[config.mk]
export PLATFORM = sky130hd
export DESIGN_NAME = opp_fifo
export DESIGN_NICKNAME = d
export VERILOG_FILES = /design/src/sv/odometry_pose_predict_macros.svh /design/src/sv/opp_pkg.sv /design/src/sv/opp_fifo.sv
export SDC_FILE = /design/constraint.sdc
export NUM_CORES = 1
export LEC_CHECK = 0
export BUFFER_PORTS_ARGS = -buffer_cell sky130_fd_sc_hd__buf_2
export CORE_AREA = 3 3 248 250
export CTS_CLUSTER_SIZE = 40
export DETAILED_ROUTE_END_ITERATION = 8
export DIE_AREA = 0 0 251 253
export REMOVE_ABC_BUFFERS = 1
export SYNTH_ARGS = -nofsm -noshare
export SYNTH_HDL_FRONTEND = slang
export SYNTH_SLANG_ARGS = --single-unit
[constraint.sdc]
create_clock -name clk -period 18.4 [get_ports clk]
set_input_delay 1.84 -clock clk [delete_from_list [all_inputs] [get_ports clk]]
set_output_delay 1.84 -clock clk [all_outputs]
set_load 0.005 [all_outputs]
[src/sv/odometry_pose_predict_macros.svh]
// Assertion macros used by the odometry pose prediction back end (opp_back).
// No dependencies; expects clk, and for OPP_ASSERT also rst_n, in the scope of each use.
`ifndef ODOMETRY_POSE_PREDICT_MACROS_SVH
`define ODOMETRY_POSE_PREDICT_MACROS_SVH
`ifndef NO_ASSERTIONS
`define OPP_ASSERT(lbl, prop) \
    lbl: assert property (@(posedge clk) disable iff (!rst_n) prop) \
        else $error("odometry pose predict check failed");
`define OPP_ASSERT_ALWAYS(lbl, prop) \
    lbl: assert property (@(posedge clk) prop) \
        else $error("odometry pose predict check failed");
`else
`define OPP_ASSERT(lbl, prop)
`define OPP_ASSERT_ALWAYS(lbl, prop)
`endif
`endif

[src/sv/opp_pkg.sv]
// Shared types, constants and arithmetic helpers for the pose predictor.
// No dependencies.
`timescale 1ns / 1ps
package opp_pkg;

    typedef logic signed [31:0] word_t;

    localparam logic signed [33:0] PI_Q28      = 34'sd843314857;
    localparam logic signed [33:0] TWO_PI_Q28  = 34'sd1686629713;
    localparam logic signed [33:0] HALF_PI_Q28 = 34'sd421657428;
    localparam word_t              CORDIC_K_Q30 = 32'sd652032874;
    localparam word_t              ONE_Q16      = 32'sd65536;

    localparam int unsigned JOB_QUEUE_DEPTH = 2;

    // result groups
    localparam logic [2:0] GRP_POSE  = 3'd0;
    localparam logic [2:0] GRP_QCOV  = 3'd1;
    localparam logic [2:0] GRP_UCOV  = 3'd2;
    localparam logic [2:0] GRP_FJAC  = 3'd3;
    localparam logic [2:0] GRP_BJAC  = 3'd4;

    // register indexes
    localparam logic [2:0] REG_VAR_POS_X    = 3'd0;
    localparam logic [2:0] REG_VAR_POS_Y    = 3'd1;
    localparam logic [2:0] REG_VAR_HEADING  = 3'd2;
    localparam logic [2:0] REG_VAR_ODO_DIST = 3'd3;
    localparam logic [2:0] REG_VAR_ODO_TURN = 3'd4;

    typedef struct packed {
        word_t pos_x;
        word_t pos_y;
        word_t heading;
        word_t step_dist;
        word_t step_turn;
        word_t noise_x;
        word_t noise_y;
        word_t noise_heading;
    } opp_item_t;

    typedef struct packed {
        opp_item_t item;
        word_t     cos_v;
        word_t     sin_v;
    } opp_job_t;

    typedef struct packed {
        logic [30:0] var_pos_x;
        logic [30:0] var_pos_y;
        logic [30:0] var_heading;
        logic [30:0] var_odo_dist;
        logic [30:0] var_odo_turn;
    } opp_cfg_t;

    function automatic word_t atan_q28(input logic [4:0] i);
        word_t r;
        case (i)
            5'd0:  r = 32'sd210828714;
            5'd1:  r = 32'sd124459457;
            5'd2:  r = 32'sd65760959;
            5'd3:  r = 32'sd33381290;
            5'd4:  r = 32'sd16755422;
            5'd5:  r = 32'sd8385879;
            5'd6:  r = 32'sd4193963;
            5'd7:  r = 32'sd2097109;
            5'd8:  r = 32'sd1048571;
            5'd9:  r = 32'sd524287;
            5'd10: r = 32'sd262144;
            5'd11: r = 32'sd131072;
            5'd12: r = 32'sd65536;
            5'd13: r = 32'sd32768;
            5'd14: r = 32'sd16384;
            5'd15: r = 32'sd8192;
            5'd16: r = 32'sd4096;
            5'd17: r = 32'sd2048;
            5'd18: r = 32'sd1024;
            5'd19: r = 32'sd512;
            5'd20: r = 32'sd256;
            5'd21: r = 32'sd128;
            5'd22: r = 32'sd64;
            5'd23: r = 32'sd32;
            5'd24: r = 32'sd16;
            5'd25: r = 32'sd8;
            5'd26: r = 32'sd4;
            5'd27: r = 32'sd2;
            5'd28: r = 32'sd1;
            default: r = 32'sd0;
        endcase
        return r;
    endfunction

    function automatic word_t sat34(input logic signed [33:0] v);
        word_t r;
        if (v > 34'sd2147483647)
            r = 32'sh7FFFFFFF;
        else if (v < -34'sd2147483648)
            r = 32'sh80000000;
        else
            r = v[31:0];
        return r;
    endfunction

    function automatic word_t sat64(input logic signed [63:0] v);
        word_t r;
        if (v > 64'sd2147483647)
            r = 32'sh7FFFFFFF;
        else if (v < -64'sd2147483648)
            r = 32'sh80000000;
        else
            r = v[31:0];
        return r;
    endfunction

endpackage

[src/sv/opp_fifo.sv]
// Short job queue between the trig front end and the matrix back end.
// Depends on opp_pkg.
`timescale 1ns / 1ps
module opp_fifo (
    input  logic              clk,
    input  logic              rst_n,
    input  logic              in_valid,
    output logic              in_ready,
    input  opp_pkg::opp_job_t in_job,
    output logic              out_valid,
    input  logic              out_ready,
    output opp_pkg::opp_job_t out_job
);
    import opp_pkg::*;

    localparam int PW = (JOB_QUEUE_DEPTH > 1) ? $clog2(JOB_QUEUE_DEPTH) : 1;
    localparam int CW = $clog2(JOB_QUEUE_DEPTH + 1);

    opp_job_t      mem_reg [JOB_QUEUE_DEPTH];
    logic [PW-1:0] wr_ptr_reg, rd_ptr_reg;
    logic [CW-1:0] count_reg;
    logic          push, pop;

    assign in_ready  = (count_reg != CW'(JOB_QUEUE_DEPTH));
    assign out_valid = (count_reg != '0);
    assign push      = in_valid && in_ready;
    assign pop       = out_valid && out_ready;
    assign out_job   = mem_reg[rd_ptr_reg];

    function automatic logic [PW-1:0] bump(input logic [PW-1:0] p);
        logic [PW-1:0] r;
        if (p == PW'(JOB_QUEUE_DEPTH - 1))
            r = '0;
        else
            r = p + 1'b1;
        return r;
    endfunction

    always_ff @(posedge clk or negedge rst_n)
    begin
        if (!rst_n)
        begin
            wr_ptr_reg <= '0;
            rd_ptr_reg <= '0;
            count_reg  <= '0;
        end
        else
        begin
            if (push)
                wr_ptr_reg <= bump(wr_ptr_reg);
            if (pop)
                rd_ptr_reg <= bump(rd_ptr_reg);
            if (push && !pop)
                count_reg <= count_reg + 1'b1;
            else if (pop && !push)
                count_reg <= count_reg - 1'b1;
        end
    end

    always_ff @(posedge clk)
    begin
        if (push)
            mem_reg[wr_ptr_reg] <= in_job;
    end

endmodule

==> reports/qor.yml <==
run_status:
  status: "complete, no violations"
sta:
  layout_setup_ws_ps: 12910
  finalMaxSlewViolations: 0
  final.setup.tns_ps: 0
  hold_slack_ps: 500.2
  slew_headroom_pct: 17.62
  setup_violations: 0
  final.period_utilization_pct: 29.82
  max_slew.worst_pin.slew_ps: 1236
  max_freq_mhz: 182.2
  hold_viol: 0
  rsz0062_at_grt: "no"
  fin_crit_ps: 5488
  skew_ps: 28.97
clocking:
  postCtsSetupRepairBufs: 0
  cts.sink_count: 644
  root_buffer: "clkbuf_16"
  numCtsBuffers: 69
  clkTransAtPathRegs_ps: 60
  cts_tree: "built"
  cts_resized: 0
  worstSkewPairLatency_ps: 590
  htreeDepth: 3
  clock_path_buffers: 3
  hold_buffers: 0
synthesis:
  yosysMostFrequentCell: "edfxtp_1"
  ys_seq_area_share_pct: 78.15
  synth_cells: 1014
  synth_area_per_cell_um2: 24.38
  yosys-top-cells-count: "640 x edfxtp_1, 290 x mux2_4, 30 x mux2_2"
  synth_top_area_share_pct: 77.74
  ys_types: 17
  ys.flop_type: "edfxtp_1"
  synth_edf_count: 640
  synth_area_leaders: "edfxtp_1 78%, mux2_4 18%, buf_12 1.8%"
  ys_warn_count: 0
  ys_async_sr_fraction_pct: 0.6211
  synth_area_mm2: 0.02472
  yosysTopAreaCell: "edfxtp_1"
  synth_seq_cells: 644
layout:
  drive_gt1_share_pct: 61.28
  largest_reg_flops: 640
  fillCellCount: 4853
  syn2layout_area_growth_pct: 23.72
  utilization_pct: 51.63
  nNetsFinal: 2029
setup_path:
  crit_fanout: 115
  arrival_ps: 3650
  cp-start-kind: "flop"
  end_kind: "primary output"
  critical_path_required_ps: 16560
  crit_type: "flop to primary output"
grt:
  antenna_found_initial: 35
  grt_overflow: 0
  grt_pass1_vias: 12720
  grt_usage_pct: 16.78
  grt_max_degree: 164
  grt_pass1_wl_mm: 79.04
placement:
  pre_cts_ws_ps: 13420
  dpl.hpwl_mm: 38.33
  gp_congestion: 0.7619
  portBuffers: 645
worst_hold_path:
  holdCritPathClass: "flop to flop"
detailed_routing:
  num_vias: 12060
  ant_nets: 0
  dr.pass1.iters: 4
  wl_per_cell_um: 21.78
  drc: 0
  wirelength_mm: 55.51
  drt_iter0_drc: 657
  viasPerCell: 4.729
floorplanning:
  die_w_um: 251
  dieArea_mm2: 0.06350
  rows: 89
  ios: 646
  initial_core_util_pct: 41.73
  fp.dieH_um: 253
  core_area_mm2: 0.05924
pwr:
  power.total_w: 0.004887
  leakagePower_nw: 12.17
  ir_worst_vdd_mv: 0.1316
  power_density_mw_per_mm2: 159.8
run:
  cap_violations: 0
==> path summary, 6_finish.rpt <==
path,from,end,slack [ps],cells past startpoint
setup / recovery,rd_ptr_reg$_DFFE_PN0P_,out_job[316],12910,4
hold / removal,count_reg[1]$_DFFE_PN0P_,count_reg[1]$_DFFE_PN0P_,500,1
setup reg to reg,count_reg[0]$_DFFE_PN0P_,mem_reg[0][76]$_DFFE_PP_,14650,5
hold reg to reg,count_reg[1]$_DFFE_PN0P_,count_reg[1]$_DFFE_PN0P_,500,1
max in group asynchronous,rst_n,rd_ptr_reg$_DFFE_PN0P_,17200,1
min in group asynchronous,rst_n,wr_ptr_reg$_DFFE_PN0P_,1050,1
==> placed cells by master, fill, tap and decap left out, drive strengths merged <==
cell	synthesis	final
buf	36	655
edfxtp	640	640
mux2	320	320
clkbuf	0	78
clkinv	0	38
diode	0	20
dfrtp	4	4
xnor2	3	3
bufinv	0	3
inv	1	3
nand2	2	2
xor2	2	2
clkinvlp	0	2
nor2	2	2
nand2b	1	1
or2	1	1
and3	1	1
ha	1	1
==> per-layer routing <==
| metal | wire length, µm | track usage (%) | share of wire, % | vias to the layer above |
|---|---|---|---|---|
| li1 | - | - | - | 5474 |
| met1 | 19350 | 17.76 | 35 | 5942 |
| met2 | 27950 | 28.32 | 50 | 469 |
| met3 | 5855 | 8.073 | 11 | 144 |
| met4 | 2175 | 7.940 | 3.9 | 26 |
| met5 | 175 | 0 | 0.32 | - |
==> final cells by class <==
cell class                 count  area [µm²]  share of cell area [%]
sequential                   644       19320                   63.18
multi-input combinational    333        4795                   15.68
timing repair buffer         655        3341                   10.92
clock buffer                  78        1782                   5.826
tap                          773       967.2                   3.162
clock inverter                45       324.1                   1.060
antenna                       20       50.05                  0.1636
inverter                       1       3.754                 0.01227
==> kinds of logic after synthesis <==
kind of cell | count (synthesis) | synth area share, %
xor gates and xnor gates | 5 | 0.1772
adders and majority gates | 1 | 0.05060
buffers and inverters | 37 | 2.510
DFF | 644 | 78.15
muxes | 320 | 18.98
and+or+nand+nor | 7 | 0.1367
==> critical path, cell delays in order, from the launching register on <==
cell	delay, ps
dfrtp_4	830
buf_4	740
buf_12	630
mux2_2	410
buf_2	120
==> where the power goes <==
group | switching, W | total [W] | internal (W)
clock | 0.000542 | 0.00128 | 0.000740
combinational | 0.000726 | 0.00150 | 0.000777
sequential | 0.0000913 | 0.00210 | 0.00201
==> metrics by stage <==
stage,instance area (µm²),std cells
2_1_floorplan,24100,978
3_3_place_gp,28430,2406
3_5_place_dp,28430,2406
4_1_cts,30530,2529
5_1_grt,30560,2540
6_report,30580,2549
Note: power is estimated with default switching activity, not from simulation.
