==> src/sv/odometry_pose_predict_macros.svh <==
// Assertion macros used by the odometry pose prediction back end (opp_back).
// No dependencies; expects clk, and for OPP_ASSERT also rst_n, in the scope of each use.
`ifndef ODOMETRY_POSE_PREDICT_MACROS_SVH
`define ODOMETRY_POSE_PREDICT_MACROS_SVH
`ifndef NO_ASSERTIONS
`define OPP_ASSERT(lbl, prop) \
    lbl: assert property (@(posedge clk) disable iff (!rst_n) prop) \
        else $error("odometry pose predict check failed");
`define OPP_ASSERT_ALWAYS(lbl, prop) \
    lbl: assert property (@(posedge clk) prop) \
        else $error("odometry pose predict check failed");
`else
`define OPP_ASSERT(lbl, prop)
`define OPP_ASSERT_ALWAYS(lbl, prop)
`endif
`endif

==> src/sv/opp_pkg.sv <==
// Shared types, constants and arithmetic helpers for the pose predictor.
// No dependencies.
`timescale 1ns / 1ps
package opp_pkg;

    typedef logic signed [31:0] word_t;

    localparam logic signed [33:0] PI_Q28      = 34'sd843314857;
    localparam logic signed [33:0] TWO_PI_Q28  = 34'sd1686629713;
    localparam logic signed [33:0] HALF_PI_Q28 = 34'sd421657428;
    localparam word_t              CORDIC_K_Q30 = 32'sd652032874;
    localparam word_t              ONE_Q16      = 32'sd65536;

    localparam int unsigned JOB_QUEUE_DEPTH = 2;

    // result groups
    localparam logic [2:0] GRP_POSE  = 3'd0;
    localparam logic [2:0] GRP_QCOV  = 3'd1;
    localparam logic [2:0] GRP_UCOV  = 3'd2;
    localparam logic [2:0] GRP_FJAC  = 3'd3;
    localparam logic [2:0] GRP_BJAC  = 3'd4;

    // register indexes
    localparam logic [2:0] REG_VAR_POS_X    = 3'd0;
    localparam logic [2:0] REG_VAR_POS_Y    = 3'd1;
    localparam logic [2:0] REG_VAR_HEADING  = 3'd2;
    localparam logic [2:0] REG_VAR_ODO_DIST = 3'd3;
    localparam logic [2:0] REG_VAR_ODO_TURN = 3'd4;

    typedef struct packed {
        word_t pos_x;
        word_t pos_y;
        word_t heading;
        word_t step_dist;
        word_t step_turn;
        word_t noise_x;
        word_t noise_y;
        word_t noise_heading;
    } opp_item_t;

    typedef struct packed {
        opp_item_t item;
        word_t     cos_v;
        word_t     sin_v;
    } opp_job_t;

    typedef struct packed {
        logic [30:0] var_pos_x;
        logic [30:0] var_pos_y;
        logic [30:0] var_heading;
        logic [30:0] var_odo_dist;
        logic [30:0] var_odo_turn;
    } opp_cfg_t;

    function automatic word_t atan_q28(input logic [4:0] i);
        word_t r;
        case (i)
            5'd0:  r = 32'sd210828714;
            5'd1:  r = 32'sd124459457;
            5'd2:  r = 32'sd65760959;
            5'd3:  r = 32'sd33381290;
            5'd4:  r = 32'sd16755422;
            5'd5:  r = 32'sd8385879;
            5'd6:  r = 32'sd4193963;
            5'd7:  r = 32'sd2097109;
            5'd8:  r = 32'sd1048571;
            5'd9:  r = 32'sd524287;
            5'd10: r = 32'sd262144;
            5'd11: r = 32'sd131072;
            5'd12: r = 32'sd65536;
            5'd13: r = 32'sd32768;
            5'd14: r = 32'sd16384;
            5'd15: r = 32'sd8192;
            5'd16: r = 32'sd4096;
            5'd17: r = 32'sd2048;
            5'd18: r = 32'sd1024;
            5'd19: r = 32'sd512;
            5'd20: r = 32'sd256;
            5'd21: r = 32'sd128;
            5'd22: r = 32'sd64;
            5'd23: r = 32'sd32;
            5'd24: r = 32'sd16;
            5'd25: r = 32'sd8;
            5'd26: r = 32'sd4;
            5'd27: r = 32'sd2;
            5'd28: r = 32'sd1;
            default: r = 32'sd0;
        endcase
        return r;
    endfunction

    function automatic word_t sat34(input logic signed [33:0] v);
        word_t r;
        if (v > 34'sd2147483647)
            r = 32'sh7FFFFFFF;
        else if (v < -34'sd2147483648)
            r = 32'sh80000000;
        else
            r = v[31:0];
        return r;
    endfunction

    function automatic word_t sat64(input logic signed [63:0] v);
        word_t r;
        if (v > 64'sd2147483647)
            r = 32'sh7FFFFFFF;
        else if (v < -64'sd2147483648)
            r = 32'sh80000000;
        else
            r = v[31:0];
        return r;
    endfunction

endpackage

==> src/sv/opp_front.sv <==
// Front end: input holding register, midpoint heading, range fold and
// iterative CORDIC. Depends on opp_pkg.
`timescale 1ns / 1ps
module opp_front #(
    parameter int CORDIC_STEPS = 24
) (
    input  logic               clk,
    input  logic               rst_n,
    input  logic               in_valid,
    output logic               in_ready,
    input  opp_pkg::opp_item_t in_item,
    output logic               job_valid,
    input  logic               job_ready,
    output opp_pkg::opp_job_t  job
);
    import opp_pkg::*;

    localparam int IW = (CORDIC_STEPS > 1) ? $clog2(CORDIC_STEPS) : 1;

    typedef enum logic [1:0] {F_IDLE, F_FOLD, F_ROT, F_PUSH} fstate_t;

    fstate_t            state_reg, state_next;
    logic               hold_valid_reg, hold_valid_next;
    logic [IW-1:0]      iter_reg, iter_next;
    opp_item_t          hold_reg, item_reg;
    logic signed [33:0] th_reg;
    word_t              z_reg, cx_reg, cy_reg;
    logic               neg_reg;

    logic               take, accept, iter_last;
    logic signed [33:0] th_raw, th_red, fold_t, fold_z;
    logic               fold_neg;
    word_t              xs, ys, at;

    function automatic logic signed [33:0] reduce(input logic signed [33:0] v);
        logic signed [33:0] r;
        if (v > PI_Q28)
            r = v - TWO_PI_Q28;
        else if (v < -PI_Q28)
            r = v + TWO_PI_Q28;
        else
            r = v;
        return r;
    endfunction

    assign in_ready  = !hold_valid_reg;
    assign accept    = in_valid && in_ready;
    assign take      = (state_reg == F_IDLE) && hold_valid_reg;
    assign iter_last = (iter_reg == IW'(CORDIC_STEPS - 1));

    always_comb
    begin
        th_raw = 34'(hold_reg.heading) + 34'(hold_reg.step_turn >>> 1);
        th_red = reduce(th_raw);
        fold_t = reduce(th_reg);
        fold_neg = 1'b0;
        if (fold_t > HALF_PI_Q28)
        begin
            fold_z   = fold_t - PI_Q28;
            fold_neg = 1'b1;
        end
        else if (fold_t < -HALF_PI_Q28)
        begin
            fold_z   = fold_t + PI_Q28;
            fold_neg = 1'b1;
        end
        else
        begin
            fold_z = fold_t;
        end
        xs = cx_reg >>> iter_reg;
        ys = cy_reg >>> iter_reg;
        at = atan_q28(5'(iter_reg));
    end

    always_comb
    begin
        state_next      = state_reg;
        iter_next       = iter_reg;
        hold_valid_next = hold_valid_reg;
        if (take)
            hold_valid_next = 1'b0;
        if (accept)
            hold_valid_next = 1'b1;
        case (state_reg)
            F_IDLE:
            begin
                if (take)
                    state_next = F_FOLD;
            end
            F_FOLD:
            begin
                iter_next  = '0;
                state_next = F_ROT;
            end
            F_ROT:
            begin
                if (iter_last)
                    state_next = F_PUSH;
                else
                    iter_next = iter_reg + 1'b1;
            end
            F_PUSH:
            begin
                if (job_ready)
                    state_next = F_IDLE;
            end
            default: state_next = F_IDLE;
        endcase
    end

    always_ff @(posedge clk or negedge rst_n)
    begin
        if (!rst_n)
        begin
            state_reg      <= F_IDLE;
            hold_valid_reg <= 1'b0;
            iter_reg       <= '0;
        end
        else
        begin
            state_reg      <= state_next;
            hold_valid_reg <= hold_valid_next;
            iter_reg       <= iter_next;
        end
    end

    always_ff @(posedge clk)
    begin
        if (accept)
            hold_reg <= in_item;
        if (take)
        begin
            item_reg <= hold_reg;
            th_reg   <= th_red;
        end
        if (state_reg == F_FOLD)
        begin
            z_reg   <= fold_z[31:0];
            neg_reg <= fold_neg;
            cx_reg  <= CORDIC_K_Q30;
            cy_reg  <= '0;
        end
        else if (state_reg == F_ROT)
        begin
            if (z_reg >= 0)
            begin
                cx_reg <= cx_reg - ys;
                cy_reg <= cy_reg + xs;
                z_reg  <= z_reg - at;
            end
            else
            begin
                cx_reg <= cx_reg + ys;
                cy_reg <= cy_reg - xs;
                z_reg  <= z_reg + at;
            end
        end
    end

    assign job_valid  = (state_reg == F_PUSH);
    assign job.item   = item_reg;
    assign job.cos_v  = neg_reg ? -cx_reg : cx_reg;
    assign job.sin_v  = neg_reg ? -cy_reg : cy_reg;

endmodule

==> config.mk <==
export PLATFORM = sky130hd
export DESIGN_NAME = opp_front
export DESIGN_NICKNAME = d
export VERILOG_FILES = /design/src/sv/odometry_pose_predict_macros.svh /design/src/sv/opp_pkg.sv /design/src/sv/opp_front.sv
export SDC_FILE = /design/constraint.sdc
export NUM_CORES = 1
export LEC_CHECK = 0
export BUFFER_PORTS_ARGS = -buffer_cell sky130_fd_sc_hd__buf_2
export CORE_MARGIN = 2
export CORE_UTILIZATION = 58
export CTS_CLUSTER_DIAMETER = 80
export DETAILED_ROUTE_END_ITERATION = 10
export GPL_TIMING_DRIVEN = 0
export PLACE_DENSITY = 0.81
export SETUP_SLACK_MARGIN = 0.05
export SLEW_MARGIN = 20
export SYNTH_ARGS = -nofsm -noshare
export SYNTH_HDL_FRONTEND = slang
export SYNTH_SLANG_ARGS = --single-unit
==> constraint.sdc <==
create_clock -name clk -period 14.55 [get_ports clk]
set_input_delay 2.91 -clock clk [delete_from_list [all_inputs] [get_ports clk]]
set_output_delay 2.91 -clock clk [all_outputs]
set_load 0.02 [all_outputs]
==> impl_metrics.yaml, run 1 <==
critical_path:
  cp.buffers_inverters: 8
  worstReg2RegStart: "iter_reg[2]"
  crit_path_top_delay_cell: "buf_1"
  cp_max_fo: 10
  path_depth: 29
  arrival_ps: 9240
  regToRegSetupSlack_ps: 5690
  worstPathRequired_ps: 14930
  crit_type: "reg -> reg"
  crit_path_max_incr_delay_ps: 730
  endpoint_kind: "flip-flop"
  cp_top_family: "buffers and inverters"
  rr_endpoint: "z_reg[30]"
  reg2regPathDepth: 29
  critPathLaunchType: "flip-flop"
global_route:
  grt.busiest_layer: "met2"
  grt_max_degree: 59
  grt_pass1_wl_um: 201000
  grt.total_usage_pct: 38.9
  overflow: 0
  grt_pass1_vias: 31500
  use_met2_pct: 61.7
  met1_usage_pct: 47.6
  grt.met3_usage_pct: 10.0
  antenna_found_initial: 25
floorplan:
  rows: 94
  dieHeight_um: 263
  io-pin-count: 582
  core_um2: 66100
  dieArea_um2: 69100
  dieWidth_um: 263
  start_util_pct: 58.8
layout:
  layout_common_cells: "buf_2 (596), edfxtp_1 (579), nand2_1 (296), nor2_1 (253), xnor2_1 (225)"
  drive_gt1_share_pct: 21.2
  syn2layout_area_growth_pct: 17.5
  layout_commonest_cell: "buf_2"
  final_nets: 4600
place:
  post-place-ws_ps: 6090
  io_buffers: 581
  finalWeightedCongestion: 1.06
  hpwlAfterDp_um: 106000
synthesis:
  ys_warn_count: 0
  synthFlopType: "edfxtp_1"
  async_flop_share_pct: 1.23
  synth_area_um2: 38900
  synth_nets: 3930
  synth_seq_cells: 651
  synth-edff-count: 579
  avgSynthCellArea_um2: 11.1
  synth_cell_types: 110
  syn_inst: 3516
  synth.yosys.seq_area_share_pct: 48.6
hold_path:
  min_path_type: "reg -> reg"
  hold_path.startpoint: "hold_reg[8]"
  whs_path_depth: 0
  holdPathEnd: "job[72]"
sta:
  skew_ps: 62.1
  fin_ws_ps: 5690
  hold_viol_final: 0
  min_period_ps: 8860
  fmax_ghz: 0.113
  worstMarginPinSlew_ps: 1280
  rsz0062_at_grt: "no"
  slew_viol_final: 0
  finalSetupViolCount: 0
  tns_ps: 0
  slew_headroom_pct: 14.7
  min_period_over_period_pct: 60.9
route:
  finalWirelength_um: 137000
  drc_errors: 0
  ant_nets: 0
  dr.first_iter.drc_count: 3821
  wl_per_cell_um: 26.9
  vias: 33100
  dr.pass1.iters: 6
  vias_per_cell: 6.47
clock_network:
  cts_resized: 0
  htree_levels: 3
  cts_buffers: 71
  clk_root_buffer_cell: "clkbuf_16"
  path_clk_slew_ps: 60
  clock_sinks: 651
  clockBufferDepth: 3
  postCtsHoldBufs: 0
  clk_latency_ps: 660
  cts_tree: "built"
  post_cts_buffers: 0
outcome:
  status: "finished, final reports clean"
flow_run:
  cap_viol_max_count: 0
[kinds of logic (layout without fill, tap and decap cells)]
logic type / after synthesis / count (layout) / synth area share, %
buf+inv: 282 / 1005 / 3.00
xor+xnor: 311 / 311 / 7.01
fa+ha+maj: 154 / 154 / 5.04
flops: 651 / 651 / 48.6
simple gates: 1016 / 1016 / 12.8
compound gates: 927 / 927 / 16.3
other cells: 0 / 5 / 0
mux: 175 / 175 / 7.24
[per-layer routing]
layer  routed length, um  vias up  part of all wire [%]
met5                 159        -                  0.12
met4               10100       26                   7.4
met3               14600      446                    11
met2               62600     2050                    46
met1               49700    15800                    36
li1                    -    14800                     -
[stage by stage]
step / util [%] / std cells / cell area [um2] / hold WS, ps
2_1_floorplan: - / 3516 / 38900 / 400
3_3_place_gp: 64.8 / 4961 / 42800 / 400
3_5_place_dp: 65.4 / 4977 / 43200 / 405
4_1_cts: 69.0 / 5103 / 45600 / 399
5_1_grt: 69.1 / 5107 / 45700 / 412
6_report: 69.1 / 5108 / 45700 / 394
[worst max-delay path by stage]
stage | startpoint | endpoint | slack (ps)
detailed placement | iter_reg[2] | z_reg[30] | 6090
global placement | in_valid | hold_reg[16] | 1150
floorplan | in_valid | hold_valid_reg | 4490
CTS | iter_reg[2] | z_reg[30] | 6040
global route | iter_reg[2] | z_reg[30] | 5300
finish | iter_reg[2] | z_reg[30] | 5690
[area by class of cell]
cell class              count  area, um2
fillers                  4906      20400
flip-flops and latches    651      18900
multi-input cells        2583      18800
repair buffers            597       3280
clock buffers              86       1840
well taps                 864       1080
plain buffers             189        816
clock inverters            40        561
inverters                  93        349
diodes                      5       12.5
[Yosys cell counts, types with 39 or more instances]
cell	n	area [um2]
xor2_1	86	753
edfxtp_1	579	17400
o31ai_1	45	338
and2_1	39	244
a21o_1	42	315
clkbuf_1	133	499
nor3_1	75	375
or3_1	42	263
mux4_2	83	1870
mux2i_1	72	721
nand2b_1	46	288
ha_1	150	1880
o21ai_0	206	1030
dfxtp_1	64	1280
nand3_1	64	320
a21oi_1	177	886
xnor2_1	225	1970
inv_1	90	338
nand2_1	296	1110
a211oi_1	42	315
nor2_1	253	950
Power of run 1 is left out: the tool's default activity adds up to more than one toggle a clock period on the data nets, which glitch-free logic cannot reach.
==> inputs of run 2 (changes only) <==
- clock period: 14.55 -> 8.19 ns (I/O delays scaled with it)
==> run 2 against run 1 <==
Against the previous run: register-to-register slack got worse by 5400 ps; sequential share of layout area barely moved; die area did not move; critical path depth did not move; critical path type unchanged; clock skew fell by 8.9 ps; cell count rose by 0.25%; global-route usage fell by 0.13 points; first-iteration DRC count rose by 4.5%.
==> impl_metrics.yaml, run 2 (synthesized netlist as in run 1, its figures left out) <==
layout:
  layout_common_cells: "buf_2 (597), edfxtp_1 (579), nand2_1 (296), nor2_1 (252), xnor2_1 (225)"
  final_nets: 4602
  drive_gt1_share_pct: 21.8
  syn2layout_area_growth_pct: 17.6
  final_area_um2: 45700
  fillers: 4942
  layout_commonest_cell: "buf_2"
clock_network:
  cts_tree: "built"
  clock_sinks: 651
  path_clk_slew_ps: 60
  clk_latency_ps: 680
  htree_levels: 3
  clockBufferDepth: 3
  clk_root_buffer_cell: "clkbuf_16"
  post_cts_buffers: 0
  cts_buffers: 72
route:
  vias_per_cell: 6.45
  dr.pass1.iters: 7
  drc_errors: 0
  dr.first_iter.drc_count: 3992
  finalWirelength_um: 137000
  ant_nets: 0
  wl_per_cell_um: 26.8
  vias: 33000
sta:
  min_period_ps: 7880
  worstMarginPinSlew_ps: 1140
  tns_ps: 0
  skew_ps: 53.3
  slew_viol_final: 0
  whs_ps: 388
  fmax_ghz: 0.127
  hold_viol_final: 0
  finalSetupViolCount: 0
  rsz0062_at_grt: "yes"
  slew_headroom_pct: 23.8
  min_period_over_period_pct: 96.2
  fin_ws_ps: 313
global_route:
  grt_max_degree: 57
  overflow: 0
  grt_pass1_wl_um: 201000
  grt_pass1_vias: 31500
  grt.total_usage_pct: 38.7
  antenna_found_initial: 18
hold_path:
  min_path_type: "reg -> reg"
floorplan:
  start_util_pct: 58.8
  rows: 94
  dieWidth_um: 263
  io-pin-count: 582
  core_um2: 66100
  dieArea_um2: 69100
  dieHeight_um: 263
critical_path:
  cp_max_fo: 10
  cp_top_family: "compound AO/OA/AOI/OAI gates"
  crit_path_top_delay_cell: "dfrtp_1"
  critPathLaunchType: "flip-flop"
  worstPathRequired_ps: 8580
  cp.buffers_inverters: 8
  arrival_ps: 8260
  endpoint_kind: "flip-flop"
  crit_type: "reg -> reg"
  crit_path_max_incr_delay_ps: 670
place:
  placed_cell_area_um2: 43300
  post-place-ws_ps: -493
  hpwlAfterDp_um: 106000
  io_buffers: 581
  finalWeightedCongestion: 1.06
outcome:
  status: "finished, final reports clean"
flow_run:
  cap_viol_max_count: 0
run 2: cell types whose count changed in the layout (fill, tap and decap cells not counted), sizes merged:
cell and change:
buf -8, clkbuf +14, clkinvlp +1, diode +6, bufinv -5, clkinv +2, inv +3
run 2: metrics by stage:
step	std cells	utilization (%)
global route	5116	69.1
floorplan	3516	-
CTS	5110	69.0
detailed placement	4978	65.5
finish	5121	69.1
global placement	4961	64.8
run 2: layout make-up:
class | count | area (um2) | area share, %
inverter | 93 | 349 | 0.764
tap | 864 | 1080 | 2.37
antenna | 11 | 27.5 | 0.0603
sequential | 651 | 18900 | 41.3
clock inverter | 41 | 423 | 0.926
clock buffer | 91 | 1900 | 4.17
multi-input combinational | 2583 | 18900 | 41.3
buffer | 189 | 851 | 1.86
timing repair buffer | 598 | 3320 | 7.27
run 2: worst paths after layout:
check / from / end / slack (ps) / cells past startpoint
max in group asynchronous: rst_n / iter_reg[4] / 7080 / 1
min in group asynchronous: rst_n / state_reg[1] / 870 / 1
hold reg to reg: hold_reg[79] / job[143] / 390 / 0
setup / recovery: iter_reg[2] / z_reg[30] / 310 / 29
setup reg to reg: iter_reg[2] / z_reg[30] / 310 / 29
hold / removal: hold_reg[79] / job[143] / 390 / 0
run 2: what timing repair did:
item	in CTS	in global routing
gates resized for setup	8	34
setup endpoints to repair	8	14
hold endpoints to repair	0	0
hold buffers	0	0
run 2: routing by layer:
layer  wire length [um]  up-vias  track usage [%]
met4               9440       14             22.7
li1                   -    14800                -
met5                 86        -                0
met1              50000    15700             48.2
met2              63700     2075             63.0
met3              14000      435             8.06
Power of run 2 is left out for the same reason.
